==> config.mk <==
export PLATFORM = sky130hd
export DESIGN_NAME = adc_moving_mean_altitude_percent_core
export DESIGN_NICKNAME = d
export VERILOG_FILES = /design/src/hw/rtl/amm_pkg.sv /design/src/hw/rtl/amm_ram.sv /design/src/hw/rtl/adc_moving_mean_altitude_percent_core.sv
export SDC_FILE = /design/constraint.sdc
export NUM_CORES = 1
export LEC_CHECK = 0
export BUFFER_PORTS_ARGS = -buffer_cell sky130_fd_sc_hd__buf_2
export CAP_MARGIN = 5
export CORE_ASPECT_RATIO = 0.8
export CORE_MARGIN = 2
export CORE_UTILIZATION = 60
export DETAILED_ROUTE_END_ITERATION = 6
export PLACE_DENSITY = 0.75
export SYNTH_ARGS = -nofsm -noshare
export SYNTH_HDL_FRONTEND = slang
export SYNTH_HIERARCHICAL = 1
export SYNTH_SLANG_ARGS = --single-unit
==> constraint.sdc <==
create_clock -name clk -period 7.36 [get_ports clk]
set_clock_uncertainty 0.2 [all_clocks]
set_input_delay 1.104 -clock clk [delete_from_list [all_inputs] [get_ports clk]]
set_output_delay 1.104 -clock clk [all_outputs]
set_load 0.01 [all_outputs]
==> src/hw/rtl/amm_pkg.sv <==
// ----------------------------------------------------------------------------
// amm_pkg
// Shared types and constants of the ADC moving mean and altitude block.
// ----------------------------------------------------------------------------
package amm_pkg;

    // field widths
    localparam int DATA_W      = 12;
    localparam int PCT_W       = 20;
    localparam int CFG_INDEX_W = 4;

    // percentage divider: dividend width, two quotient bits per cycle
    localparam int DIV_W     = 20;
    localparam int DIV_STEPS = DIV_W / 2;
    localparam int CNT_W     = $clog2(DIV_STEPS);

    // percentage scale
    localparam int PCT_SCALE = 100;

    // configuration register indexes
    localparam logic [CFG_INDEX_W-1:0] REG_ZERO_LEVEL    = CFG_INDEX_W'(0);
    localparam logic [CFG_INDEX_W-1:0] REG_ONE_VOLT_SPAN = CFG_INDEX_W'(1);

    // register reset values
    localparam logic [DATA_W-1:0] ZERO_LEVEL_RESET = DATA_W'(0);
    localparam logic [DATA_W-1:0] SPAN_RESET       = DATA_W'(1241);

    // sequencer states
    typedef enum logic [5:0] {
        ST_IDLE = 6'b000001,
        ST_UPD  = 6'b000010,
        ST_MDIV = 6'b000100,
        ST_MUL  = 6'b001000,
        ST_PDIV = 6'b010000,
        ST_DONE = 6'b100000
    } state_t;

endpackage

==> src/hw/rtl/amm_ram.sv <==
// ----------------------------------------------------------------------------
// amm_ram
// Generic single-write, single-read RAM with a registered read port.
// ----------------------------------------------------------------------------
module amm_ram #(
    parameter int WIDTH = 12,
    parameter int DEPTH = 8
) (
    input  logic                                    clk,
    input  logic                                    we,
    input  logic [(DEPTH > 1 ? $clog2(DEPTH) : 1)-1:0] waddr,
    input  logic [WIDTH-1:0]                        wdata,
    input  logic [(DEPTH > 1 ? $clog2(DEPTH) : 1)-1:0] raddr,
    output logic [WIDTH-1:0]                        rdata
);

    logic [WIDTH-1:0] mem [DEPTH];
    logic [WIDTH-1:0] rdata_reg;

    // write port
    always_ff @(posedge clk)
    begin
        if (we)
        begin
            mem[waddr] <= wdata;
        end
    end

    // registered read port
    always_ff @(posedge clk)
    begin
        rdata_reg <= mem[raddr];
    end

    assign rdata = rdata_reg;

endmodule

==> src/hw/rtl/adc_moving_mean_altitude_percent_core.sv <==
// ----------------------------------------------------------------------------
// adc_moving_mean_altitude_percent_core
// Boxcar moving mean of 12-bit ADC samples with an altitude percentage.
// ----------------------------------------------------------------------------
// Usage:
//   in channel (in_valid/in_ready, sample): one ADC conversion per item.
//   out channel (out_valid/out_ready, window_mean, altitude_percent): one
//   result item per input item, in order.
//   cfg channel (cfg_valid/cfg_ready, cfg_index, cfg_data): index 0 is
//   zero_level, index 1 is one_volt_span, other indexes are ignored. Always
//   ready; write only while the block is idle.
// Sequence:
//   after an item is accepted the block runs an update step, a reciprocal
//   multiply for the mean, a scaling step, the percentage division at two
//   quotient bits per cycle and an output step that raises out_valid. The
//   next item is accepted only once the block is back in idle.
// Reset:
//   the ring reads as all zero (per-slot valid bits), the total and the
//   write slot clear, registers return to zero_level 0 and span 1241.
// Stall:
//   a result waits in the output register; the next item is accepted and
//   processed, and holds in its last step until the output register frees.
// ----------------------------------------------------------------------------
module adc_moving_mean_altitude_percent_core #(
    parameter int WINDOW_LEN = 8
) (
    input  logic                                clk,
    input  logic                                rst_n,
    // configuration
    input  logic                                cfg_valid,
    output logic                                cfg_ready,
    input  logic [amm_pkg::CFG_INDEX_W-1:0]     cfg_index,
    input  logic [amm_pkg::DATA_W-1:0]          cfg_data,
    // input items
    input  logic                                in_valid,
    output logic                                in_ready,
    input  logic [amm_pkg::DATA_W-1:0]          sample,
    // result items
    output logic                                out_valid,
    input  logic                                out_ready,
    output logic [amm_pkg::DATA_W-1:0]          window_mean,
    output logic signed [amm_pkg::PCT_W-1:0]    altitude_percent
);

    localparam int ADDR_W = (WINDOW_LEN > 1) ? $clog2(WINDOW_LEN) : 1;
    localparam int HALF   = WINDOW_LEN / 2;
    localparam int SUM_W  = $clog2(WINDOW_LEN * 4095 + HALF + 1);
    localparam int DW     = amm_pkg::DATA_W;
    localparam int DIV_W  = amm_pkg::DIV_W;
    localparam int CNT_W  = amm_pkg::CNT_W;

    // mean by reciprocal multiplication, exact for every dividend below 2**SUM_W
    localparam int RECIP_SHIFT = SUM_W + ADDR_W;
    localparam int RECIP_W     = SUM_W + 2;
    localparam int RECIP       = ((1 << RECIP_SHIFT) + WINDOW_LEN - 1) / WINDOW_LEN;
    localparam int PROD_W      = SUM_W + RECIP_W;

    amm_pkg::state_t state_reg, state_next;

    logic [DW-1:0]         zero_level_reg;
    logic [DW-1:0]         span_reg;
    logic [DW-1:0]         sample_reg;
    logic [ADDR_W-1:0]     slot_reg;
    logic [WINDOW_LEN-1:0] slot_valid_reg;
    logic [SUM_W-1:0]      total_reg;
    logic [SUM_W-1:0]      dividend_reg;
    logic [DW-1:0]         mean_reg;

    logic [DW-1:0]         rem_reg;
    logic [DIV_W-1:0]      quo_reg;
    logic [DW-1:0]         den_reg;
    logic [CNT_W-1:0]      cnt_reg;
    logic                  neg_reg;

    logic                  out_valid_reg;
    logic [DW-1:0]         window_mean_reg;
    logic [amm_pkg::PCT_W-1:0] altitude_percent_reg;

    logic [DW-1:0]         ram_rdata;
    logic [DW-1:0]         old_sample;
    logic [SUM_W-1:0]      total_next;
    logic [SUM_W-1:0]      mean_dividend;
    logic [PROD_W-1:0]     mean_prod;
    logic                  ram_we;
    logic                  in_accept;
    logic                  out_load;

    logic [DW-1:0]         rem_step;
    logic [DIV_W-1:0]      quo_step;

    logic signed [DW:0]    diff;
    logic signed [amm_pkg::PCT_W:0] prod;
    logic [amm_pkg::PCT_W:0] prod_mag;
    logic [DW-1:0]         span_eff;
    logic [amm_pkg::PCT_W-1:0] pct_value;

    // handshakes
    assign cfg_ready = 1'b1;
    assign in_ready  = (state_reg == amm_pkg::ST_IDLE);
    assign in_accept = in_valid && in_ready;
    assign out_load  = (state_reg == amm_pkg::ST_DONE) && (!out_valid_reg || out_ready);

    // sample ring
    assign ram_we = (state_reg == amm_pkg::ST_UPD);

    amm_ram #(
        .WIDTH (DW),
        .DEPTH (WINDOW_LEN)
    ) u_ring (
        .clk   (clk),
        .we    (ram_we),
        .waddr (slot_reg),
        .wdata (sample_reg),
        .raddr (slot_reg),
        .rdata (ram_rdata)
    );

    // oldest sample, zero until its slot is first written
    assign old_sample    = slot_valid_reg[slot_reg] ? ram_rdata : '0;
    assign total_next    = total_reg - SUM_W'(old_sample) + SUM_W'(sample_reg);
    assign mean_dividend = total_next + SUM_W'(HALF);

    // rounded mean as dividend times reciprocal
    assign mean_prod = PROD_W'(dividend_reg) * PROD_W'(RECIP);

    // two restoring division steps per cycle
    always_comb
    begin
        logic [DW:0]      t;
        logic [DW-1:0]    r;
        logic [DIV_W-1:0] q;
        r = rem_reg;
        q = quo_reg;
        for (int i = 0; i < 2; i++)
        begin
            t = {r, q[DIV_W-1]};
            q = {q[DIV_W-2:0], 1'b0};
            if (t >= {1'b0, den_reg})
            begin
                t    = t - {1'b0, den_reg};
                q[0] = 1'b1;
            end
            r = t[DW-1:0];
        end
        rem_step = r;
        quo_step = q;
    end

    // scaled difference and its magnitude
    assign diff     = $signed({1'b0, zero_level_reg}) - $signed({1'b0, mean_reg});
    assign prod     = (amm_pkg::PCT_W+1)'(diff) * (amm_pkg::PCT_W+1)'(amm_pkg::PCT_SCALE);
    assign prod_mag = prod[amm_pkg::PCT_W] ? (amm_pkg::PCT_W+1)'(-prod)
                                           : (amm_pkg::PCT_W+1)'(prod);
    assign span_eff = (span_reg == '0) ? DW'(1) : span_reg;
    assign pct_value = neg_reg ? (~quo_reg + DIV_W'(1)) : quo_reg;

    // sequencer
    always_comb
    begin
        state_next = state_reg;
        unique case (state_reg)
            amm_pkg::ST_IDLE:
            begin
                if (in_accept)
                begin
                    state_next = amm_pkg::ST_UPD;
                end
            end
            amm_pkg::ST_UPD:
            begin
                state_next = amm_pkg::ST_MDIV;
            end
            amm_pkg::ST_MDIV:
            begin
                state_next = amm_pkg::ST_MUL;
            end
            amm_pkg::ST_MUL:
            begin
                state_next = amm_pkg::ST_PDIV;
            end
            amm_pkg::ST_PDIV:
            begin
                if (cnt_reg == '0)
                begin
                    state_next = amm_pkg::ST_DONE;
                end
            end
            amm_pkg::ST_DONE:
            begin
                if (out_load)
                begin
                    state_next = amm_pkg::ST_IDLE;
                end
            end
            default:
            begin
                state_next = amm_pkg::ST_IDLE;
            end
        endcase
    end

    // control state
    always_ff @(posedge clk or negedge rst_n)
    begin
        if (!rst_n)
        begin
            state_reg      <= amm_pkg::ST_IDLE;
            zero_level_reg <= amm_pkg::ZERO_LEVEL_RESET;
            span_reg       <= amm_pkg::SPAN_RESET;
            slot_reg       <= '0;
            slot_valid_reg <= '0;
            total_reg      <= '0;
            out_valid_reg  <= 1'b0;
        end
        else
        begin
            state_reg <= state_next;

            // configuration writes
            if (cfg_valid && cfg_ready)
            begin
                if (cfg_index == amm_pkg::REG_ZERO_LEVEL)
                begin
                    zero_level_reg <= cfg_data;
                end
                else if (cfg_index == amm_pkg::REG_ONE_VOLT_SPAN)
                begin
                    span_reg <= cfg_data;
                end
            end

            // ring bookkeeping
            if (state_reg == amm_pkg::ST_UPD)
            begin
                total_reg                <= total_next;
                slot_valid_reg[slot_reg] <= 1'b1;
                if (slot_reg == ADDR_W'(WINDOW_LEN - 1))
                begin
                    slot_reg <= '0;
                end
                else
                begin
                    slot_reg <= slot_reg + ADDR_W'(1);
                end
            end

            // output register valid
            if (out_load)
            begin
                out_valid_reg <= 1'b1;
            end
            else if (out_ready)
            begin
                out_valid_reg <= 1'b0;
            end
        end
    end

    // datapath registers
    always_ff @(posedge clk)
    begin
        if (in_accept)
        begin
            sample_reg <= sample;
        end

        unique case (state_reg)
            amm_pkg::ST_UPD:
            begin
                dividend_reg <= mean_dividend;
            end
            amm_pkg::ST_MDIV:
            begin
                mean_reg <= mean_prod[RECIP_SHIFT +: DW];
            end
            amm_pkg::ST_MUL:
            begin
                rem_reg <= '0;
                quo_reg <= prod_mag[DIV_W-1:0];
                den_reg <= span_eff;
                neg_reg <= prod[amm_pkg::PCT_W];
                cnt_reg <= CNT_W'(amm_pkg::DIV_STEPS - 1);
            end
            amm_pkg::ST_PDIV:
            begin
                rem_reg <= rem_step;
                quo_reg <= quo_step;
                cnt_reg <= cnt_reg - CNT_W'(1);
            end
            amm_pkg::ST_IDLE,
            amm_pkg::ST_DONE:
            begin
                cnt_reg <= cnt_reg;
            end
            default:
            begin
                cnt_reg <= cnt_reg;
            end
        endcase

        // result item
        if (out_load)
        begin
            window_mean_reg      <= mean_reg;
            altitude_percent_reg <= pct_value;
        end
    end

    assign out_valid        = out_valid_reg;
    assign window_mean      = window_mean_reg;
    assign altitude_percent = $signed(altitude_percent_reg);

endmodule

==> summary.md, run 1 <==
| Metric | Value |
|---|---|
| Status | `complete, no violations` |
| Most common cell after layout, fill and taps aside | `edfxtp_1` |
| Crit path largest cell delay | `0.73 ns` |
| Worst Hold Slack | `0.2210 ns` |
| Vias | `10,050` |
| Mapped Cells | `1,272` |
| FF+latch count, synth | `282` |
| Row count | `52` |
| Resize count post-CTS | `0` |
| Vias per cell | `5.867` |
| RSZ-0062 raised after global routing | `no` |
| Critical path arrival | `6.51 ns` |
| Nets | `1,498` |
| Core ar. | `25,440 sq um` |
| Cell area after synthesis | `15,650 sq um` |
| Initial Utilization | `61.53%` |
| Die area | `27,400 sq um` |
| YS warnings | `6` |
| Hold Path Stages | `0` |
| Nature of the critical path endpoint | `register` |
| Pin count of the biggest net entering global routing | `58` |
| DR iter-0 viols | `787` |
| Final Hold Viols | `0` |
| Final setup vio count | `0` |
| Worst r2r dst | `quo_reg[10]` |
| Global-route usage over all layers | `24.41%` |
| Critical-path cell list | `inv_1 -> ha_1 -> fa_1 -> nor2b_1 -> o31ai_1 -> a211oi_1 -> o311a_1 -> nor2_1 -> ha_1 -> xor2_1 -> xnor2_1 -> ha_1 -> ha_1 -> inv_1 -> nor2_1 -> o211a_1 -> o31ai_1 -> nor4b_4 -> nor2_2 -> or3_1 -> a31oi_1` |
| IO Pins | `68` |
| Most frequent cells in the layout | `edfxtp_1, inv_1, ha_1` |
| CTS H-tree lvls | `1` |
| Post-CTS setup buffers | `0` |
| Setup TNS | `0 ns` |
| Worst min path class | `register to register` |
| Max-cap violations | `0` |
| Syn Area/Cell | `12.31 sq um` |
| Initial antenna violation count | `0` |
| Hold path endpoint | `mean_reg[4]` |
| CTS tree | `done` |
| Slew headroom | `20.79%` |
| Vias in the first global route | `9,816` |
| CP max FO | `15` |
| First-pass GRT wire length | `52,150 um` |
| Most frequent CP cell | `ha_1` |
| Layout area overhead | `10.23%` |
| Placer congestion estimate | `0.8777` |
| Routed Antenna Nets | `0` |
| Register area share after synthesis | `51.57%` |
| First-pass iteration count of the detailed router | `5` |
| CTS Buffer Depth | `3` |
| Antenna Diode Count | `0` |
| Remaining DRCs | `0` |
| Fraction of layout cells with a size suffix above 1 | `15.93%` |
| Leading register cell type out of synthesis | `edfxtp_1` |
| R2R Setup Slk | `1.03 ns` |
| CTS Sinks | `282` |
| R2r startpoint | `zero_level_reg[0]` |
| Fmax | `157.9 MHz` |
| Gr ovfl total | `0` |
| Die H | `148.5 um` |
| CP Launch Type | `register` |
| Dpl cells | `1,662` |
| Buffers on Ports | `66` |
| Hold path startpoint | `dividend_reg[7]` |
| Final wirelength | `32,360 um` |
| CTS Hold Bufs | `0` |
| Clock Latency Late Sink | `0.55 ns` |
| Post-synth ARST share | `20.21%` |
| Number of flip-flops under the largest register name | `96` |
| Slowest-stage cell, CP | `nor2_1` |
| Clk slew on worst S/H paths | `0.06 ns` |
| Worst-Margin Slew | `1.185 ns` |
| R2R depth | `21` |
| Post-layout min period | `6.335 ns` |
| Final Cycle Share | `86.07%` |
| Root Driver | `clkbuf_16` |
| Req. time, crit path | `7.53 ns` |
| Layout Cells excl Fill | `1,713` |
| Number of distinct library cells after synthesis | `81` |
| CTS buffer count | `28` |
| Max Slew Vio Count | `0` |
| Die W | `184.6 um` |
| Worst Path Class, Setup | `register to register` |
| Post-synth EDFFs | `213` |
| DR WL/cell | `18.89 um` |
| Placed wire-length estimate | `23,310 um` |
| Mapped Nets | `1,429` |
==> how the worst max path moves through the flow <==
| stage | startpoint | end | slack [ns] | depth (start not counted) |
|---|---|---|---|---|
| final | zero_level_reg[0] | quo_reg[10] | 1.03 | 21 |
| after global routing | mean_reg[1] | quo_reg[18] | 0.53 | 22 |
| after CTS | zero_level_reg[0] | quo_reg[10] | 1.03 | 21 |
| after detailed placement | zero_level_reg[0] | quo_reg[9] | 1.11 | 21 |
| after global placement | zero_level_reg[0] | quo_reg[5] | 1.24 | 21 |
| after floorplan | mean_reg[1] | quo_reg[13] | 1.88 | 23 |
==> metrics by stage <==
step	worst slack, ns	utilization [%]	area [sq um]
after floorplan	1.878	-	15650
after global placement	1.242	64.41	16390
after detailed placement	1.113	64.41	16390
after CTS	1.030	67.82	17250
after global routing	0.5320	67.82	17250
final	1.025	67.82	17250
==> worst max-delay path: cells and delay by family (launching register included) <==
kind | cells | cell delay (ns)
AOI/OAI and AO/OA | 6 | 1.51
xor gates and xnor gates | 2 | 0.29
adders and majority gates | 5 | 1.46
buffers and inverters | 2 | 0.16
DFF | 1 | 0.36
and+or+nand+nor | 6 | 2.19
==> logic make-up (layout without fill, tap and decap cells) <==
group                    Yosys count  after routing  synth area share [%]
other                              1              1               0.02396
XOR/XNOR                          86             86                 4.812
AO/OA/AOI/OAI                    230            230                 10.01
adder cells (fa/ha/maj)          124            124                 11.02
flip-flops                       282            282                 51.57
buffers and inverters            167            257                 4.213
AND/OR/NAND/NOR                  291            291                 9.697
multiplexers                      91             91                 8.665
==> final cells by class <==
cell class | count | area, sq um
repair buffers | 83 | 457.9
inverters | 123 | 461.7
well taps | 351 | 439.2
multi-input cells | 823 | 6954
clock buffers | 40 | 808.3
fillers | 1801 | 8185
flip-flops and latches | 282 | 8073
clock inverters | 11 | 60.06
==> routing by layer <==
layer | track usage (%) | part of all wire (%) | routed length, um | vias up
met1 | 38.74 | 50 | 16050 | 4959
met3 | 3.330 | 5.6 | 1799 | 33
met5 | 0 | 0 | 0 | -
li1 | - | - | - | 4784
met4 | 4.520 | 1.5 | 484 | 0
met2 | 36.43 | 43 | 14020 | 274
==> Yosys cell counts (7+ instances only) <==
| master | count | area [sq um] |
|---|---|---|
| edfxtp_1 | 213 | 6396 |
| inv_1 | 123 | 461.7 |
| ha_1 | 101 | 1264 |
| nand2_1 | 69 | 259.0 |
| nor2_1 | 67 | 251.5 |
| xnor2_1 | 61 | 534.3 |
| mux2_2 | 53 | 596.8 |
| dfrtp_1 | 50 | 1251 |
| o21ai_0 | 49 | 245.2 |
| a21oi_1 | 42 | 210.2 |
| clkbuf_1 | 33 | 123.9 |
| nor3_1 | 31 | 155.2 |
| nor2b_1 | 29 | 181.4 |
| xor2_1 | 25 | 219.0 |
| fa_1 | 23 | 460.4 |
| mux4_1 | 21 | 551.8 |
| a21o_1 | 20 | 150.1 |
| mux2i_1 | 14 | 140.1 |
| a211oi_1 | 13 | 97.59 |
| o21a_1 | 13 | 97.59 |
| or3_1 | 13 | 81.33 |
| dfxtp_1 | 12 | 240.2 |
| nand2b_1 | 11 | 68.82 |
| o31ai_1 | 11 | 82.58 |
| nand3_1 | 10 | 50.05 |
| nor4_1 | 10 | 62.56 |
| and2_1 | 9 | 56.30 |
| o22ai_1 | 8 | 50.05 |
| a31o_2 | 7 | 61.31 |
| dfstp_2 | 7 | 183.9 |
| o21bai_1 | 7 | 52.55 |
Power of run 1 is not shown: default switching activity piles up to over one toggle a cycle in this logic, so the estimate is an artifact.
==> run 2: changes to the inputs <==
--- a/config.mk
+++ b/config.mk
@@ -7,11 +7,13 @@
 export LEC_CHECK = 0
 export BUFFER_PORTS_ARGS = -buffer_cell sky130_fd_sc_hd__buf_2
 export CAP_MARGIN = 5
+export CELL_PAD_IN_SITES_DETAIL_PLACEMENT = 1
+export CELL_PAD_IN_SITES_GLOBAL_PLACEMENT = 2
 export CORE_ASPECT_RATIO = 0.8
 export CORE_MARGIN = 2
-export CORE_UTILIZATION = 60
+export CORE_UTILIZATION = 44
 export DETAILED_ROUTE_END_ITERATION = 6
-export PLACE_DENSITY = 0.75
+export PLACE_DENSITY = 0.78
 export SYNTH_ARGS = -nofsm -noshare
 export SYNTH_HDL_FRONTEND = slang
 export SYNTH_HIERARCHICAL = 1
==> run 2 against run 1 <==
Compared with the run above:
- via count fell by 1.1%
- non-clock buffer count rose by 1
- global-route usage fell by 4.2 points
- critical path depth fell by 1
- cell count rose by 7.6%
- clock-buffer cell count rose by 2
- critical path type unchanged
==> summary.md, run 2 (same netlist as run 1, synthesis figures left out) <==
| Metric | Value |
|---|---|
| Status | `complete, no violations` |
| Final wirelength | `36,890 um` |
| Fraction of layout cells with a size suffix above 1 | `16.57%` |
| DR WL/cell | `20.01 um` |
| Worst-Margin Slew | `1.141 ns` |
| CTS Buffer Depth | `3` |
| Pin count of the biggest net entering global routing | `58` |
| Most common cell after layout, fill and taps aside | `edfxtp_1` |
| CP max FO | `15` |
| Placement Setup Slack | `0.8545 ns` |
| CP Launch Type | `register` |
| Slowest-stage cell, CP | `nor4b_4` |
| Gr ovfl total | `0` |
| Most frequent CP cell | `ha_1` |
| Final Hold Viols | `0` |
| Row count | `61` |
| Root Driver | `clkbuf_16` |
| Critical path arrival | `6.67 ns` |
| Nets | `1,502` |
| Clock Latency Late Sink | `0.58 ns` |
| CTS Hold Bufs | `0` |
| Worst setup startpoint | `mean_reg[0]` |
| IO Pins | `68` |
| Final Cycle Share | `88.79%` |
| Vias in the first global route | `10,281` |
| CP Capture Point | `quo_reg[9]` |
| Most frequent cells in the layout | `edfxtp_1, inv_1, ha_1` |
| Final setup vio count | `0` |
| Layout area overhead | `12.46%` |
| CTS H-tree lvls | `1` |
| Initial antenna violation count | `1` |
| Placer congestion estimate | `0.7975` |
| CTS tree | `done` |
| Placed wire-length estimate | `27,190 um` |
| Core ar. | `34,880 sq um` |
| R2R Setup Slk | `0.82 ns` |
| Post-CTS setup buffers | `0` |
| Crit path largest cell delay | `0.90 ns` |
| Worst min path class | `register to register` |
| Resize count post-CTS | `0` |
| Number of flip-flops under the largest register name | `96` |
| Setup TNS | `0 ns` |
| Remaining DRCs | `0` |
| Global-route usage over all layers | `20.20%` |
| DR iter-0 viols | `445` |
| Die area | `37,110 sq um` |
| Max Slew Vio Count | `0` |
| R2R depth | `20` |
| Vias | `9,939` |
| Req. time, crit path | `7.49 ns` |
| RSZ-0062 raised after global routing | `no` |
| CTS buffer count | `31` |
| Routed Antenna Nets | `0` |
| CTS Sinks | `282` |
| First-pass iteration count of the detailed router | `5` |
| Worst r2r dst | `quo_reg[9]` |
| R2r startpoint | `mean_reg[0]` |
| Vias per cell | `5.393` |
| First-pass GRT wire length | `59,180 um` |
| Worst Path Class, Setup | `register to register` |
| Buffers on Ports | `66` |
| Worst setup margin | `0.8250 ns` |
| Die H | `172.7 um` |
| Die W | `214.9 um` |
| Max-cap violations | `0` |
| Post-layout min period | `6.535 ns` |
| Nature of the critical path endpoint | `register` |
| Critical-path cell list | `ha_1 -> fa_1 -> nor2b_1 -> o31a_1 -> o21ai_0 -> nand2b_1 -> xor2_1 -> ha_1 -> ha_1 -> xor2_1 -> ha_1 -> ha_1 -> a211oi_2 -> nand2_1 -> o211a_1 -> o31ai_1 -> nor4b_4 -> o32ai_1 -> xnor2_1 -> mux2_2` |
| Fmax | `153.0 MHz` |
| Slew headroom | `23.75%` |
| Clk slew on worst S/H paths | `0.06 ns` |
| Initial Utilization | `44.88%` |
==> run 2: changes by cell type in the layout (fill, tap and decap cells not counted), sizes merged <==
cell / previous run / this run
bufinv: 0 / 4
clkbuf: 40 / 42
buf: 83 / 84
diode: 0 / 1
inv: 125 / 126
==> run 2: critical path: cells and delay by family, from the launching register on <==
kind	cells	cell delay, ns
and+or+nand+nor	4	1.40
adders and majority gates	6	1.97
DFF	1	0.41
AOI/OAI and AO/OA	6	1.42
xor gates and xnor gates	3	0.63
muxes	1	0.27
==> run 2: per-stage QoR <==
stage / instance area, sq um / utilization [%] / hold slack [ns] / instances
after floorplan: 15650 / - / 0.2003 / 1272
after global placement: 16540 / 47.43 / 0.2074 / 1784
after detailed placement: 16540 / 47.43 / 0.2068 / 1784
after CTS: 17600 / 50.46 / 0.2218 / 1842
after global routing: 17600 / 50.47 / 0.2331 / 1843
final: 17600 / 50.47 / 0.2200 / 1843
==> run 2: worst min-delay path by stage <==
stage / from / end / slack, ns / depth (start not counted)
after floorplan: dividend_reg[3] / mean_reg[0] / 0.20 / 0
after global placement: dividend_reg[11] / mean_reg[8] / 0.21 / 0
after CTS: dividend_reg[9] / mean_reg[6] / 0.22 / 0
final: dividend_reg[9] / mean_reg[6] / 0.22 / 0
after global routing: dividend_reg[12] / mean_reg[9] / 0.23 / 0
after detailed placement: dividend_reg[6] / mean_reg[3] / 0.21 / 0
==> run 2: routing by layer <==
metal	part of all wire, %	wire length [um]	up-vias	global-route usage (%)
met5	0	0	-	0
met4	1.5	543	0	4.022
met3	3.8	1393	44	3.131
met2	42	15350	131	29.33
met1	53	19600	4962	31.89
li1	-	-	4802	-
==> run 2: cell type report <==
| class | count | area (sq um) |
|---|---|---|
| diodes | 1 | 2.502 |
| flip-flops and latches | 282 | 8073 |
| fillers | 3668 | 17280 |
| well taps | 472 | 590.6 |
| clock buffers | 42 | 867.1 |
| clock inverters | 16 | 188.9 |
| repair buffers | 84 | 465.4 |
| inverters | 123 | 461.7 |
| multi-input cells | 823 | 6954 |
Power of run 2 is left out for the same reason.
